==> src/rtl/conv3x3_image_filter_defines.svh <==
// ----------------------------------------------------------------------------
// conv3x3_image_filter assertion macros
// Shared assertion forms for the 3x3 convolution filter.
// ----------------------------------------------------------------------------
`ifndef CONV3X3_IMAGE_FILTER_DEFINES_SVH
`define CONV3X3_IMAGE_FILTER_DEFINES_SVH

// Consequent must hold in the same cycle as the antecedent.
`define CIF_ASSERT_IMP(label, clk, rst_n, ante, cons) \
  label: assert property (@(posedge clk) disable iff (!rst_n) (ante) |-> (cons)) \
    else $error("conv3x3_image_filter: same-cycle check failed");

// Consequent must hold in the cycle after the antecedent.
`define CIF_ASSERT_NXT(label, clk, rst_n, ante, cons) \
  label: assert property (@(posedge clk) disable iff (!rst_n) (ante) |=> (cons)) \
    else $error("conv3x3_image_filter: next-cycle check failed");

`endif

==> src/rtl/cif_ram.sv <==
// ----------------------------------------------------------------------------
// cif_ram
// Generic single-write, single-read RAM with a registered read port.
// ----------------------------------------------------------------------------
module cif_ram #(
  parameter int DATA_W = 8,
  parameter int DEPTH  = 16
) (
  input  logic                     clk,
  input  logic                     we,
  input  logic [$clog2(DEPTH)-1:0] waddr,
  input  logic [DATA_W-1:0]        wdata,
  input  logic                     re,
  input  logic [$clog2(DEPTH)-1:0] raddr,
  output logic [DATA_W-1:0]        rdata
);

  logic [DATA_W-1:0] mem [DEPTH];

  always_ff @(posedge clk) begin
    if (we) begin
      mem[waddr] <= wdata;
    end
    // hold the last read word while no read is issued
    if (re) begin
      rdata <= mem[raddr];
    end
  end

endmodule

==> config.mk <==
export PLATFORM = sky130hd
export DESIGN_NAME = cif_ram
export DESIGN_NICKNAME = d
export VERILOG_FILES = /design/src/rtl/conv3x3_image_filter_defines.svh /design/src/rtl/cif_ram.sv
export SDC_FILE = /design/constraint.sdc
export NUM_CORES = 1
export LEC_CHECK = 0
export ABC_AREA = 1
export BUFFER_PORTS_ARGS = -buffer_cell sky130_fd_sc_hd__buf_2
export CAP_MARGIN = 25
export CORE_MARGIN = 2
export CORE_UTILIZATION = 30
export CTS_CLUSTER_SIZE = 24
export DETAILED_ROUTE_END_ITERATION = 10
export SKIP_CTS_REPAIR_TIMING = 1
export SLEW_MARGIN = 15
export SYNTH_ARGS = -nofsm -noshare
export SYNTH_HDL_FRONTEND = slang
export SYNTH_SLANG_ARGS = --single-unit
==> constraint.sdc <==
create_clock -name clk -period 1.9 [get_ports clk]
set_input_delay 0.095 -clock clk [delete_from_list [all_inputs] [get_ports clk]]
set_output_delay 0.095 -clock clk [all_outputs]
set_load 0.05 [all_outputs]
Yosys cells after proc, flatten, opt, wreduce, memory -nomap -nowiden
Memories as Yosys holds them, arrays and structs flattened. A register that Yosys moved wholly into a read port is not among the register bits. Cells that the tools add are included.

Memories: 1. Register bits after elaboration: 0. Memory bits (writable): 128. Output and inout port bits: 8. Logic and storage cells: 3.

Mux-type cells: 2.

Memories: mem (words 16, bits a word 8, rd ports 1, clocked after memory_dff 1, write ports 1, line cif_ram.sv:18) `logic [DATA_W-1:0] mem [DEPTH];`.

Operators by type and width (number): two-way mux 1 bit (2).

Depth between registers and ports, before layout
Depth in word-level cells: 2. Gate-level depth with buffers: 8.

Worst setup path after synthesis
Ideal clock, no wire load.

Path kind: in2reg. Start point: input waddr[2]. End point: memory mem[10][0], enable pin. Setup slack: 0.854 ns. Path buffers: 0. Library setup time: 0.370 ns. Required time: 1.530 ns. Cell stages on the path: 2. Arrival: 0.676 ns. Cells stage by stage: nand3b_1 -> nor2_1.

RTL lines: from (decl) (line cif_ram.sv:11) `input logic [$clog2(DEPTH)-1:0] waddr,`; to (decl) (line cif_ram.sv:18).

No word-level cell before the write port.

==> key figures <==
Final layout
  • Register area: 0.00408 mm2
  • N_diodes: 0
  • Area growth syn-to-layout: 17.7%
  • Finished Core Util: 35.7%
  • Post-layout net count: 612
  • Multi-input gate area in the final layout: 0.00121 mm2
  • Filler instances: 1919
  • Design Area, Final: 0.00688 mm2
  • Fraction of layout cells with a size suffix above 1: 12.4%

Timing
  • Final hold violation count: 0
  • Slew Viols, Final: 0
  • Slew headroom: 57.5%
  • Worst Slack Setup Final: 0.724 ns
  • Clock skew: 0.00412 ns
  • Fmax: 0.850 GHz
  • Slew @ Worst Pin: 0.637 ns
  • Final worst-path cycle share: 61.9%
  • RSZ-0062 raised after global routing: false
  • Setup violators final: 0
  • Fin Setup TNS: 0 ns
  • Tmin final: 1.18 ns

Worst setup path
  • Crit end category: register
  • Largest stage delay, worst path: 0.36 ns
  • Crit-path leading delay family: simple AND/OR/NAND/NOR gates
  • Crit Path Max Fanout: 1
  • Most common cell on crit path: nand3_1
  • Critical Path Slowest Stage Cell: edfxtp_1
  • Worst Path Buf+Inv: 1
  • CP startpoint kind: register
  • CP Data Arrival Time: 1.33 ns
  • Critical path type: register to register
  • CP Data Required Time: 2.05 ns
  • CP cell instances: inv_1, nand2_1, nand3_1, nand3_1, nand3_1, nand2_1

Yosys
  • Yosys cell types: 11
  • Post-synth net total: 570
  • Mean Syn Cell Area: 10.6 um2
  • Seq cells post-synth: 136
  • Register area share after synthesis: 69.8%
  • Synth Warn #: 0
  • Gate Count Post-Synth: 551
  • Area of the mapped netlist: 0.00585 mm2

Route
  • Total number of vias: 3804
  • Mean routed wirelength per cell: 15.9 um
  • Vias per inst: 4.37
  • DRT antenna net count: 0
  • DRT Wirelength: 13800 um
  • DRT iter0 DRCs: 368
  • First-pass iteration count of the detailed router: 5
  • Number of remaining DRC errors: 0

GRT
  • GRT overflow: 0
  • Largest net degree at the start of global routing: 65
  • Antenna violations before repair: 0
  • GR Util All Layers: 14.5%
  • Vias in the first global route: 3665
  • First-pass GRT wire length: 21400 um

Die
  • Rows: 51
  • Core ar.: 0.0193 mm2
  • Die Width: 144 um
  • I/O pins: 27
  • Initial core utilization: 30.3%
  • Die ar.: 0.0206 mm2
  • Die Ht: 144 um

Placed design
  • IO buf count: 26
  • Placed inst area: 0.00631 mm2
  • Hpwl dp: 8190 um
  • GPL Wtd Cong: 0.811
  • Post-place setup slack: 0.492 ns

CTS
  • Worst skew pair latency: 0.42 ns
  • Root buf cell: clkbuf_16
  • CTS Buffer Depth: 2
  • Reg clk slew, reported paths: 0.06 ns
  • CTS tree: done
  • CTS Sinks: 136
  • Num CTS Buffers: 17
  • Htree depth: 4

Outcome
  • Status: complete, no violations

Power and ir drop
  • Worst vdd ir: 0.000584 V
  • Pwr Density: 1020 mW/mm2
  • Lkg Pwr: 2.93 nW

Run
  • Max cap viols: 0

Min path
  • HP Class: input port to register
## layout by cell type (no fill, tap or decap), types with 3 or more instances in the layout
master,netlist,final
nand2_1,173,173
edfxtp_1,136,136
inv_1,100,100
nand3_1,97,97
buf_2,13,26
buf_4,4,20
nor2_1,17,17
clkbuf_16,0,17
clkinv_2,0,6
clkinv_1,0,4
bufinv_16,0,3
## flip-flops by register name, indices dropped and copies added, names as in the netlist
register,flops
rdata,8
mem,128
## cells in the mapped netlist (all sizes together)
library cell / instances / area (um2)
buf: 24 / 166
edfxtp: 136 / 4080
inv: 102 / 383
nand2: 173 / 649
nand3: 97 / 485
nand3b: 2 / 15.0
nor2: 17 / 63.8
## power by group
part           switching (mW)  internal [mW]  total [mW]
clock network            1.14           2.02        3.17
logic                   0.343          0.117       0.460
registers              0.0165           3.38        3.40
total                    1.50           5.52        7.02
## through the flow
stage	hold slack, ns	std cells	total power, mW
finish	0.0630	871	7.02
global route	0.0532	871	7.26
CTS	0.0505	871	7.09
detailed placement	0.493	839	3.92
global placement	0.486	839	3.92
floorplan	0.194	551	3.75
## final timing paths
| path | start | cells past startpoint | slack [ns] | end |
|---|---|---|---|---|
| hold reg to reg | mem[6][2] | 6 | 0.74 | rdata[2] |
| hold / removal | re | 1 | 0.06 | rdata[2] |
| setup / recovery | mem[12][3] | 6 | 0.72 | rdata[3] |
| setup reg to reg | mem[12][3] | 6 | 0.72 | rdata[3] |
## layer usage
| layer | global-route usage, % | routed length [um] | up-vias | part of all wire (%) |
|---|---|---|---|---|
| li1 | - | - | 1861 | - |
| met1 | 19.4 | 6160 | 1768 | 45 |
| met2 | 22.1 | 6260 | 152 | 45 |
| met3 | 3.87 | 1070 | 23 | 7.7 |
| met4 | 6.66 | 345 | 0 | 2.5 |
| met5 | 0 | 0 | - | 0 |
## logic make-up after synthesis
| logic type | after synthesis | share of synthesized area, % |
|---|---|---|
| AND/OR/NAND/NOR | 289 | 20.8 |
| flip-flops | 136 | 69.8 |
| buffers and inverters | 126 | 9.39 |
## cell type report
class | count | share of cell area, %
sequential | 136 | 59.4
timing repair buffer | 47 | 4.36
multi-input combinational | 289 | 17.6
clock inverter | 13 | 1.96
inverter | 102 | 5.56
tap | 265 | 4.82
clock buffer | 19 | 6.29
Power figures use the tool's default switching activity.
